===== src/sv/dqu_pkg.sv =====
package dqu_pkg;

  // queue geometry
  localparam int DEPTH      = 16;
  localparam int DATA_WIDTH = 32;
  localparam int CNT_W      = $clog2(DEPTH + 1);

  // fixed field widths of the words
  localparam int OP_W     = 3;
  localparam int WORD_W   = 32;
  localparam int COUNT_W  = 5;
  localparam int STATUS_W = 2;

  typedef enum logic [OP_W-1:0] {
    OP_PUSH_BACK  = 3'd0,
    OP_PUSH_FRONT = 3'd1,
    OP_POP_BACK   = 3'd2,
    OP_POP_FRONT  = 3'd3,
    OP_QUERY      = 3'd4
  } op_e;

  typedef enum logic [STATUS_W-1:0] {
    ST_DONE       = 2'd0,
    ST_PUSH_FULL  = 2'd1,
    ST_POP_EMPTY  = 2'd2
  } status_e;

  typedef struct packed {
    logic [OP_W-1:0]          op;
    logic signed [WORD_W-1:0] value;
  } in_word_t;

  typedef struct packed {
    logic signed [WORD_W-1:0] front_value;
    logic signed [WORD_W-1:0] back_value;
    logic [COUNT_W-1:0]       count;
    logic                     is_empty;
    logic [STATUS_W-1:0]      status;
  } out_word_t;

  // command broadcast to every cell of the row
  typedef struct packed {
    logic load_front;
    logic load_back;
    logic drop_front;
    logic drop_back;
  } cell_cmd_t;

  // sign-extend a stored element to the output word width
  function automatic logic [WORD_W-1:0] ext_word(input logic [DATA_WIDTH-1:0] d);
    logic signed [DATA_WIDTH+WORD_W-1:0] wide;
    wide = (DATA_WIDTH + WORD_W)'(signed'(d));
    return wide[WORD_W-1:0];
  endfunction

endpackage


===== src/sv/dqu_cell.sv =====
module dqu_cell (
  input  logic                           clk,
  input  logic                           rst_n,
  input  dqu_pkg::cell_cmd_t             cmd,
  input  logic                           left_valid,
  input  logic [dqu_pkg::DATA_WIDTH-1:0] left_data,
  input  logic                           right_valid,
  input  logic [dqu_pkg::DATA_WIDTH-1:0] right_data,
  input  logic [dqu_pkg::DATA_WIDTH-1:0] push_data,
  output logic                           valid,
  output logic [dqu_pkg::DATA_WIDTH-1:0] data
);
  import dqu_pkg::*;

  logic                  valid_r, valid_nxt;
  logic [DATA_WIDTH-1:0] data_r, data_nxt;

  // occupancy: pushes shift the fill mark right, pops shift it left
  always_comb begin
    valid_nxt = valid_r;
    if (cmd.load_front || cmd.load_back) begin
      valid_nxt = left_valid;
    end else if (cmd.drop_front || cmd.drop_back) begin
      valid_nxt = right_valid;
    end
  end

  // element: shift toward the back, toward the front, or load at the fill edge
  always_comb begin
    data_nxt = data_r;
    if (cmd.load_front) begin
      data_nxt = left_data;
    end else if (cmd.load_back && !valid_r && left_valid) begin
      data_nxt = push_data;
    end else if (cmd.drop_front) begin
      data_nxt = right_data;
    end
  end

  always_ff @(posedge clk) begin
    if (!rst_n) begin
      valid_r <= 1'b0;
    end else begin
      valid_r <= valid_nxt;
    end
  end

  always_ff @(posedge clk) begin
    data_r <= data_nxt;
  end

  assign valid = valid_r;
  assign data  = data_r;

endmodule


===== src/sv/bounded_double_ended_queue_unit.sv =====
// Double-ended queue of up to DEPTH signed words held in a row of cells, front
// in the first cell. Every operation word is taken in one cycle and busy stays
// low, so a new word may follow in every cycle; the row of cells updates once
// per word. The result word appears one cycle after acceptance, marked by
// out_strobe for exactly that one cycle: the receiver cannot stall and must
// capture it then. A push into a full queue or a pop from an empty one leaves
// the contents as they were and is flagged in the status field.
module bounded_double_ended_queue_unit (
  input  logic               clk,
  input  logic               rst_n,
  input  logic               start,
  output logic               busy,
  input  dqu_pkg::in_word_t  in_word,
  output logic               out_strobe,
  output dqu_pkg::out_word_t out_word
);
  import dqu_pkg::*;

  logic                  accept;
  logic                  full, empty;
  op_e                   op;
  cell_cmd_t             cmd;
  status_e               status_nxt, status_r;
  logic [CNT_W-1:0]      count_r, count_nxt;
  logic                  out_strobe_r;
  logic [DEPTH-1:0]      cell_valid;
  logic [DATA_WIDTH-1:0] cell_data [DEPTH];
  logic [DEPTH-1:0]      is_back;
  logic [DATA_WIDTH-1:0] back_data;
  logic [DATA_WIDTH-1:0] push_data;

  assign busy   = 1'b0;
  assign accept = start && !busy;
  assign op     = op_e'(in_word.op);
  assign full   = cell_valid[DEPTH-1];
  assign empty  = !cell_valid[0];
  assign push_data = in_word.value[DATA_WIDTH-1:0];

  // decode the operation into a cell command, a new count and a status
  always_comb begin
    cmd        = '0;
    status_nxt = ST_DONE;
    count_nxt  = count_r;
    if (accept) begin
      case (op)
        OP_PUSH_BACK, OP_PUSH_FRONT: begin
          if (full) begin
            status_nxt = ST_PUSH_FULL;
          end else begin
            cmd.load_back  = (op == OP_PUSH_BACK);
            cmd.load_front = (op == OP_PUSH_FRONT);
            count_nxt      = count_r + CNT_W'(1);
          end
        end
        OP_POP_BACK, OP_POP_FRONT: begin
          if (empty) begin
            status_nxt = ST_POP_EMPTY;
          end else begin
            cmd.drop_back  = (op == OP_POP_BACK);
            cmd.drop_front = (op == OP_POP_FRONT);
            count_nxt      = count_r - CNT_W'(1);
          end
        end
        default: begin
          status_nxt = ST_DONE;
        end
      endcase
    end
  end

  // row of cells fed by neighbors; the first cell's left input is the pushed word
  for (genvar i = 0; i < DEPTH; i++) begin : g_cell
    logic                  lv, rv;
    logic [DATA_WIDTH-1:0] ld, rd;
    if (i == 0) begin : g_first
      assign lv = 1'b1;
      assign ld = push_data;
    end else begin : g_mid_l
      assign lv = cell_valid[i-1];
      assign ld = cell_data[i-1];
    end
    if (i == DEPTH - 1) begin : g_last
      assign rv = 1'b0;
      assign rd = '0;
    end else begin : g_mid_r
      assign rv = cell_valid[i+1];
      assign rd = cell_data[i+1];
    end
    dqu_cell u_cell (
      .clk         (clk),
      .rst_n       (rst_n),
      .cmd         (cmd),
      .left_valid  (lv),
      .left_data   (ld),
      .right_valid (rv),
      .right_data  (rd),
      .push_data   (push_data),
      .valid       (cell_valid[i]),
      .data        (cell_data[i])
    );
  end

  // the back element sits in the last occupied cell
  assign is_back = cell_valid & ~{1'b0, cell_valid[DEPTH-1:1]};

  always_comb begin
    back_data = '0;
    for (int i = 0; i < DEPTH; i++) begin
      if (is_back[i]) begin
        back_data = back_data | cell_data[i];
      end
    end
  end

  // count, strobe and status registers
  always_ff @(posedge clk) begin
    if (!rst_n) begin
      count_r      <= '0;
      out_strobe_r <= 1'b0;
    end else begin
      count_r      <= count_nxt;
      out_strobe_r <= accept;
    end
  end

  always_ff @(posedge clk) begin
    if (accept) begin
      status_r <= status_nxt;
    end
  end

  // result word, taken from the cell row after the update
  assign out_strobe           = out_strobe_r;
  assign out_word.front_value = empty ? '0 : ext_word(cell_data[0]);
  assign out_word.back_value  = empty ? '0 : ext_word(back_data);
  assign out_word.count       = COUNT_W'(count_r);
  assign out_word.is_empty    = empty;
  assign out_word.status      = status_r;

  // occupancy is a fill mark starting at the front cell
  a_thermometer: assert property (@(posedge clk) disable iff (!rst_n)
    ((cell_valid + DEPTH'(1)) & cell_valid) == '0)
    else $error("cell occupancy is not contiguous from the front");

  a_count_match: assert property (@(posedge clk) disable iff (!rst_n)
    int'(count_r) == $countones(cell_valid))
    else $error("count disagrees with occupied cells");

  a_strobe_follows: assert property (@(posedge clk) disable iff (!rst_n)
    accept |=> out_strobe)
    else $error("accepted word gave no result");

  a_full_status: assert property (@(posedge clk) disable iff (!rst_n)
    (out_strobe && out_word.status == ST_PUSH_FULL) |-> (int'(count_r) == DEPTH))
    else $error("push rejected while queue not full");

  a_empty_status: assert property (@(posedge clk) disable iff (!rst_n)
    (out_strobe && out_word.status == ST_POP_EMPTY) |-> out_word.is_empty)
    else $error("pop ignored while queue not empty");

endmodule


===== config.mk =====
export PLATFORM = sky130hd
export DESIGN_NAME = bounded_double_ended_queue_unit
export DESIGN_NICKNAME = d
export VERILOG_FILES = /design/src/sv/dqu_pkg.sv /design/src/sv/dqu_cell.sv /design/src/sv/bounded_double_ended_queue_unit.sv
export SDC_FILE = /design/constraint.sdc
export NUM_CORES = 1
export LEC_CHECK = 0
export BUFFER_PORTS_ARGS = -buffer_cell sky130_fd_sc_hd__buf_2
export CORE_MARGIN = 8
export CORE_UTILIZATION = 51
export CTS_BUF_LIST = sky130_fd_sc_hd__clkbuf_16
export DETAILED_ROUTE_END_ITERATION = 8
export PLACE_DENSITY = 0.68
export SLEW_MARGIN = 20
export SYNTH_ARGS = -nofsm -noshare
export SYNTH_HDL_FRONTEND = slang
export SYNTH_SLANG_ARGS = --single-unit

===== constraint.sdc =====
create_clock -name clk -period 6.41 [get_ports clk]
set_input_delay 0.3205 -clock clk [delete_from_list [all_inputs] [get_ports clk]]
set_output_delay 0.3205 -clock clk [all_outputs]
set_load 0.01 [all_outputs]

Word level (Yosys, flattened, before mapping)
Cells that the tools add are included.
{ "word_totals": {"ff_bits": 536, "in_bits": 38, "output_inout_bits": 74, "elab_cells": 239} }
{ "op_classes": {"n_addsub": 2, "eq_ne": 5, "mux": 109, "n_bitwise": 17, "reduce_logical": 71} }
{ "ops": {"columns": ["op", "count"], "rows": [
  ["$mux 32", 66],
  ["$or 32x32->32", 15],
  ["$reduce_bool 3->1", 16],
  ["$mux 1", 33],
  ["$logic_and 1x1->1", 31],
  ["$and 16x16->16", 1],
  ["$logic_not 1->1", 16],
  ["$not 15->16", 1],
  ["$mux 2", 5],
  ["$mux 5", 2],
  ["$pmux 5 s2", 1],
  ["$eq 3x2->1 const B", 2],
  ["$add 5x1->5 const B", 1],
  ["$sub 5x1->5 const B", 1],
  ["$mux 4", 1],
  ["$pmux 2 s2", 1],
  ["$reduce_and 4->1", 1],
  ["$reduce_bool 2->1", 2],
  ["$reduce_or 2->1", 2],
  ["$eq 3x1->1 const B", 1],
  ["$logic_not 3->1", 1],
  ["$logic_or 1x1->1", 2],
  ["$ne 2x1->1 const B", 1],
  ["$ne 2x2->1 const B", 1]
]} }

Logic depth before layout (Yosys ltp)
{ "logic_depth": {"ltp_word": 34, "depth_mapped": 9, "ltp_nobuf": 6} }

Cells and area by module
Synthesis repeated with hierarchy kept, for this count alone.
{ "hier_totals": {"hier_cells": 3438, "hier_area_um2": 31891.8} }
{ "modules_own_cells": {"columns": ["module", "instances", "cells_each", "area_each_um2", "seq_area_each_um2"], "rows": [
  ["dqu_cell", 16, 183, 1762.9, 980.9],
  ["bounded_double_ended_queue_unit", 1, 510, 3684.8, 180.2]
]} }

Least setup slack after synthesis
No wires, ideal clock.
{ "synth_path": {"path_kind": "input to register", "start": "input in_word[34] in the netlist's numbering", "end": "register g_cell[0].u_cell.data_r[0] (enable)", "setup_ps": 466, "t_arrival_ps": 3434, "t_required_ps": 5944, "slack_ps": 2510, "stages": 4, "n_path_buf": 2, "path_cell_list": "or4b_1 buf_6 buf_6 o21ai_0"} }
{ "synth_between": {"elab_chain_len": 6, "word_cells_on_any_way": 13, "cone_classes": "eq/ne (3); mux (5); reduce/logical (5)"} }
{ "synth_rtl": {"columns": ["item", "line", "rtl"], "rows": [
  ["start: declaration", "bounded_double_ended_queue_unit.sv:13", "input dqu_pkg::in_word_t in_word,"],
  ["$eq 3x1->1 or $logic_not 3->1 (tied branches)", "bounded_double_ended_queue_unit.sv:45, bounded_double_ended_queue_unit.sv:51, bounded_double_ended_queue_unit.sv:50", null],
  ["$reduce_or 2->1 or $mux 2 (tied branches)", "bounded_double_ended_queue_unit.sv:45, bounded_double_ended_queue_unit.sv:47", null],
  ["$mux 2", "bounded_double_ended_queue_unit.sv:45", "case (op)"],
  ["$mux 4 *", "bounded_double_ended_queue_unit.sv:44", "if (accept) begin"],
  ["$logic_and 1x1->1", "dqu_cell.sv:33", "end else if (cmd.load_back && !valid_r && left_valid) begin"],
  ["$reduce_bool 3->1 (no source line) *", null, null],
  ["end signal: assignment", "dqu_cell.sv:49", "data_r <= data_nxt;"],
  ["end: declaration", "dqu_cell.sv:16", "logic [DATA_WIDTH-1:0] data_r, data_nxt;"]
]} }
Every way passes the cells marked *; elsewhere a longest branch is shown, timed or not.
A chain may end at the register's enable or synchronous reset.

==> out/summary.txt <==
run status = completed
endpoint of the lowest-slack register-to-register path = g_cell[6].u_cell.data[17]
EDFF count, synth = 514
Primary FF master, synth = sky130_fd_sc_hd__edfxtp_1
max-slew violations = 0
most frequent standard cell in the layout excluding fill and tap cells = sky130_fd_sc_hd__edfxtp_1
logic depth of the worst path, buffers included = 7
number of buffers and inverters on the critical path = 3
number of antenna violations at the first check in global routing = 1
Antenna Violating Nets Remaining = 0
total via count in the routed design = 23486
router iterations before antenna repair = 6
Post-Syn Area = 30300 sq um
Setup crit start kind = flop
DRC violation count after routing = 0
relative slew slack = 25.5%
type of the worst min-delay path = in2reg
compound-gate portion of the synthesized area = 16.3%
start of the worst register-to-register path = g_cell[0].u_cell.valid
placeable core region = 58900 sq um
post-route clock skew = 22.3 ps
final RePlAce weighted congestion = 0.876
crit path capture = out_word[24]
switching power as a share of total power = 23.9%
clock net sink count = 536
Tcrit/Tclk final = 62.1%
mean cell area of the mapped netlist = 11.1 sq um
worst endpoint data arrival time = 3660 ps
wire length of the first global-routing pass = 148000 um
Overflow after GRT = 0
timing startpoint of the critical path = g_cell[0].u_cell.valid
total count of hold-check failures in the final report = 0
mux share of post-synthesis cell area = 16.0%
top-level port count = 112
number of endpoints failing setup at the final stage = 0
number of DRC markers in iteration 0 = 3070
sequential cell fraction of total power = 51.8%
commonest non-fill, non-tap cells in the layout = 514 x sky130_fd_sc_hd__edfxtp_1, 466 x sky130_fd_sc_hd__nand2_1, 450 x sky130_fd_sc_hd__mux2i_1, 319 x sky130_fd_sc_hd__o21ai_1, 224 x sky130_fd_sc_hd__a22oi_1
Clock power frac = 42.8%
post-synth cell types = 50
Port Buffer Count = 110
number of buffers inserted by post-CTS setup repair = 0
measured slew at the worst slew-check pin = 1120 ps
count of mapped cells out of synthesis = 2729
final wirelength = 100000 um
Required @ worst endpoint = 6090 ps
worst-path cell with the longest stage delay = sky130_fd_sc_hd__dfxtp_4
setup repair after global routing missed its margin = false
number of cells on the worst reg-to-reg path = 5
area share of xor/xnor cells in the synthesized design = 0.0578%
Mapped Nets = 2771
adder-cell area share of the yosys netlist = 0.190%
deepest level of the CTS H-tree = 2
leakage power summed over all cells = 9.67 nW
largest net degree at the start of global routing = 231
largest stage delay on the critical path = 620 ps
sequential fraction of the synthesis area = 52.4%
Setup Total Neg Slack = 0 ps
Int Pwr = 5.84 mW
post-route core utilization = 55.6%
worst hold margin = 36.5 ps
main combinational cell family by area after synthesis = compound AO/OA/AOI/OAI gates
Synth Area in Simple Gates = 9.54%
net switching component of the power = 1.84 mW
area of the die = 67500 sq um
HPWL after DPL = 56600 um
via count of the first global-routing pass = 22660
worst setup path class = reg2out
clock-pin slew reported for the worst setup and hold paths after clock tree synthesis = 60 ps
cell family with most CP delay = buffers and inverters
slack of the worst reg-to-reg path = 2760 ps
number of rows created at floorplan = 89
Filler Cells Inserted = 4828
starting utilization of the core area = 51.5%
CTS Buf Count = 59
Comb pwr share = 5.3%
buffer cell driving the clock tree root = sky130_fd_sc_hd__clkbuf_16
worst voltage drop across the vdd grid = 0.000213 V
overall routing resource usage = 28.7%
width of the die = 260 um
power per unit of standard cell area = 234 nW/um^2
largest driver fanout on the critical path = 40
average via count per standard cell = 6.71
clock tree from TritonCTS = yes
async set or reset register ratio after synthesis = 0%
count of maximum capacitance violations = 0
number of buffers between clock root and the deepest sink = 3
NumNets Final = 2722
crit end category = output port
layout overhead on the synthesized area = 8.01%
count of inserted antenna diode cells = 0
number of synthesis warnings = 0
DR WL/cell = 28.6 um
total of flip-flops plus latches after synthesis = 536
library cell appearing most often on the critical path = sky130_fd_sc_hd__buf_4
top achievable clock speed = 251 MHz
layout cells sized above 1 = 12.4%
cell-by-cell trace of the critical path = buf_4, nor2b_4, buf_4, a22oi_1, and4_1, a31oi_1, buf_2
DIE HEIGHT = 260 um
clock insertion delay at the later pin of the skew report = 650 ps
Tmin final = 3980 ps
==> sequential cells by signal (all words and copies together) (netlist names) <==
signal               count
status_r                 2
g_cell.u_cell.valid     16
out_strobe               1
g_cell.u_cell.data     512
count_r                  5
==> power by group through the flow <==
stage | Clock [mW] | Sequential, mW | Combinational, mW
floorplan | 0 | 4.02 | 0.261
finish | 3.29 | 3.98 | 0.411
global placement | 0 | 4.05 | 0.388
global route | 3.43 | 3.99 | 0.439
CTS | 3.32 | 3.98 | 0.401
detailed placement | 0 | 4.05 | 0.400
==> timing repair <==
action,4_1_cts,5_1_grt
endpoints found under the hold margin,3,0
resized for setup,0,0
hold buffers,1,0
==> synthesized netlist by cell type, types with 5 or more instances <==
master                     instances  area [sq um]
sky130_fd_sc_hd__mux2_2           32           360
sky130_fd_sc_hd__buf_12           15           300
sky130_fd_sc_hd__edfxtp_1        514         15400
sky130_fd_sc_hd__a22o_1           46           403
sky130_fd_sc_hd__nand2b_1         16           100
sky130_fd_sc_hd__o31a_1            6          52.6
sky130_fd_sc_hd__mux2i_1         450          4500
sky130_fd_sc_hd__nand4_1          49           307
sky130_fd_sc_hd__o21ai_1         320          1600
sky130_fd_sc_hd__a222oi_1         13           130
sky130_fd_sc_hd__a221oi_1         12           105
sky130_fd_sc_hd__clkbuf_1        126           473
sky130_fd_sc_hd__nor3b_2           8           100
sky130_fd_sc_hd__buf_2            83           415
sky130_fd_sc_hd__nor2b_1          29           181
sky130_fd_sc_hd__dfxtp_1          22           440
sky130_fd_sc_hd__a21oi_1           5          25.0
sky130_fd_sc_hd__buf_4            27           203
sky130_fd_sc_hd__o21a_1           21           158
sky130_fd_sc_hd__nor3b_1           6          45.0
sky130_fd_sc_hd__buf_6            23           259
sky130_fd_sc_hd__and2_1           38           238
sky130_fd_sc_hd__o21ai_0         131           656
sky130_fd_sc_hd__nand2_1         467          1750
sky130_fd_sc_hd__a22oi_1         224          1680
==> worst min-delay path by stage <==
stage               depth (start not counted)   startpoint           to
floorplan                                   0        start  status_r[0]
detailed placement                          2   count_r[4]   count_r[4]
finish                                      2  in_word[34]  status_r[0]
global placement                            2   count_r[4]   count_r[4]
global route                                2  in_word[34]  status_r[0]
CTS                                         2  in_word[34]  status_r[0]
==> per-stage QoR <==
stage	setup slack (ps)	total power, mW	instance area, sq um	instances
global route	2430	7.86	32700	3498
finish	2430	7.68	32700	3498
CTS	2530	7.70	32700	3497
floorplan	2510	4.28	30300	2729
global placement	2900	4.44	30900	3390
detailed placement	2880	4.45	30900	3390
==> logic make-up after synthesis <==
family                     count (synthesis)
DFF                                      536
muxes                                    482
AOI/OAI and AO/OA                        794
buffers and inverters                    279
and+or+nand+nor                          631
xor gates and xnor gates                   2
other                                      1
adders and majority gates                  4
==> routing by layer <==
layer	up-vias	global-route usage (%)	part of all wire (%)
met5	-	0	0
met4	0	14.6	5.4
met3	300	4.60	10
met2	1485	44.7	46
met1	11494	38.5	39
li1	10207	-	-
==> final cells by class <==
cell class | instances | area, sq um | share of cell area, %
Multi-Input combinational cell | 1914 | 13000 | 39.8
Clock buffer | 60 | 1500 | 4.58
Sequential cell | 536 | 15900 | 48.5
Inverter | 2 | 7.51 | 0.0229
Clock inverter | 46 | 312 | 0.951
Tap cell | 773 | 967 | 2.95
Timing Repair Buffer | 167 | 1040 | 3.19
Power figures use the tool's default switching activity.
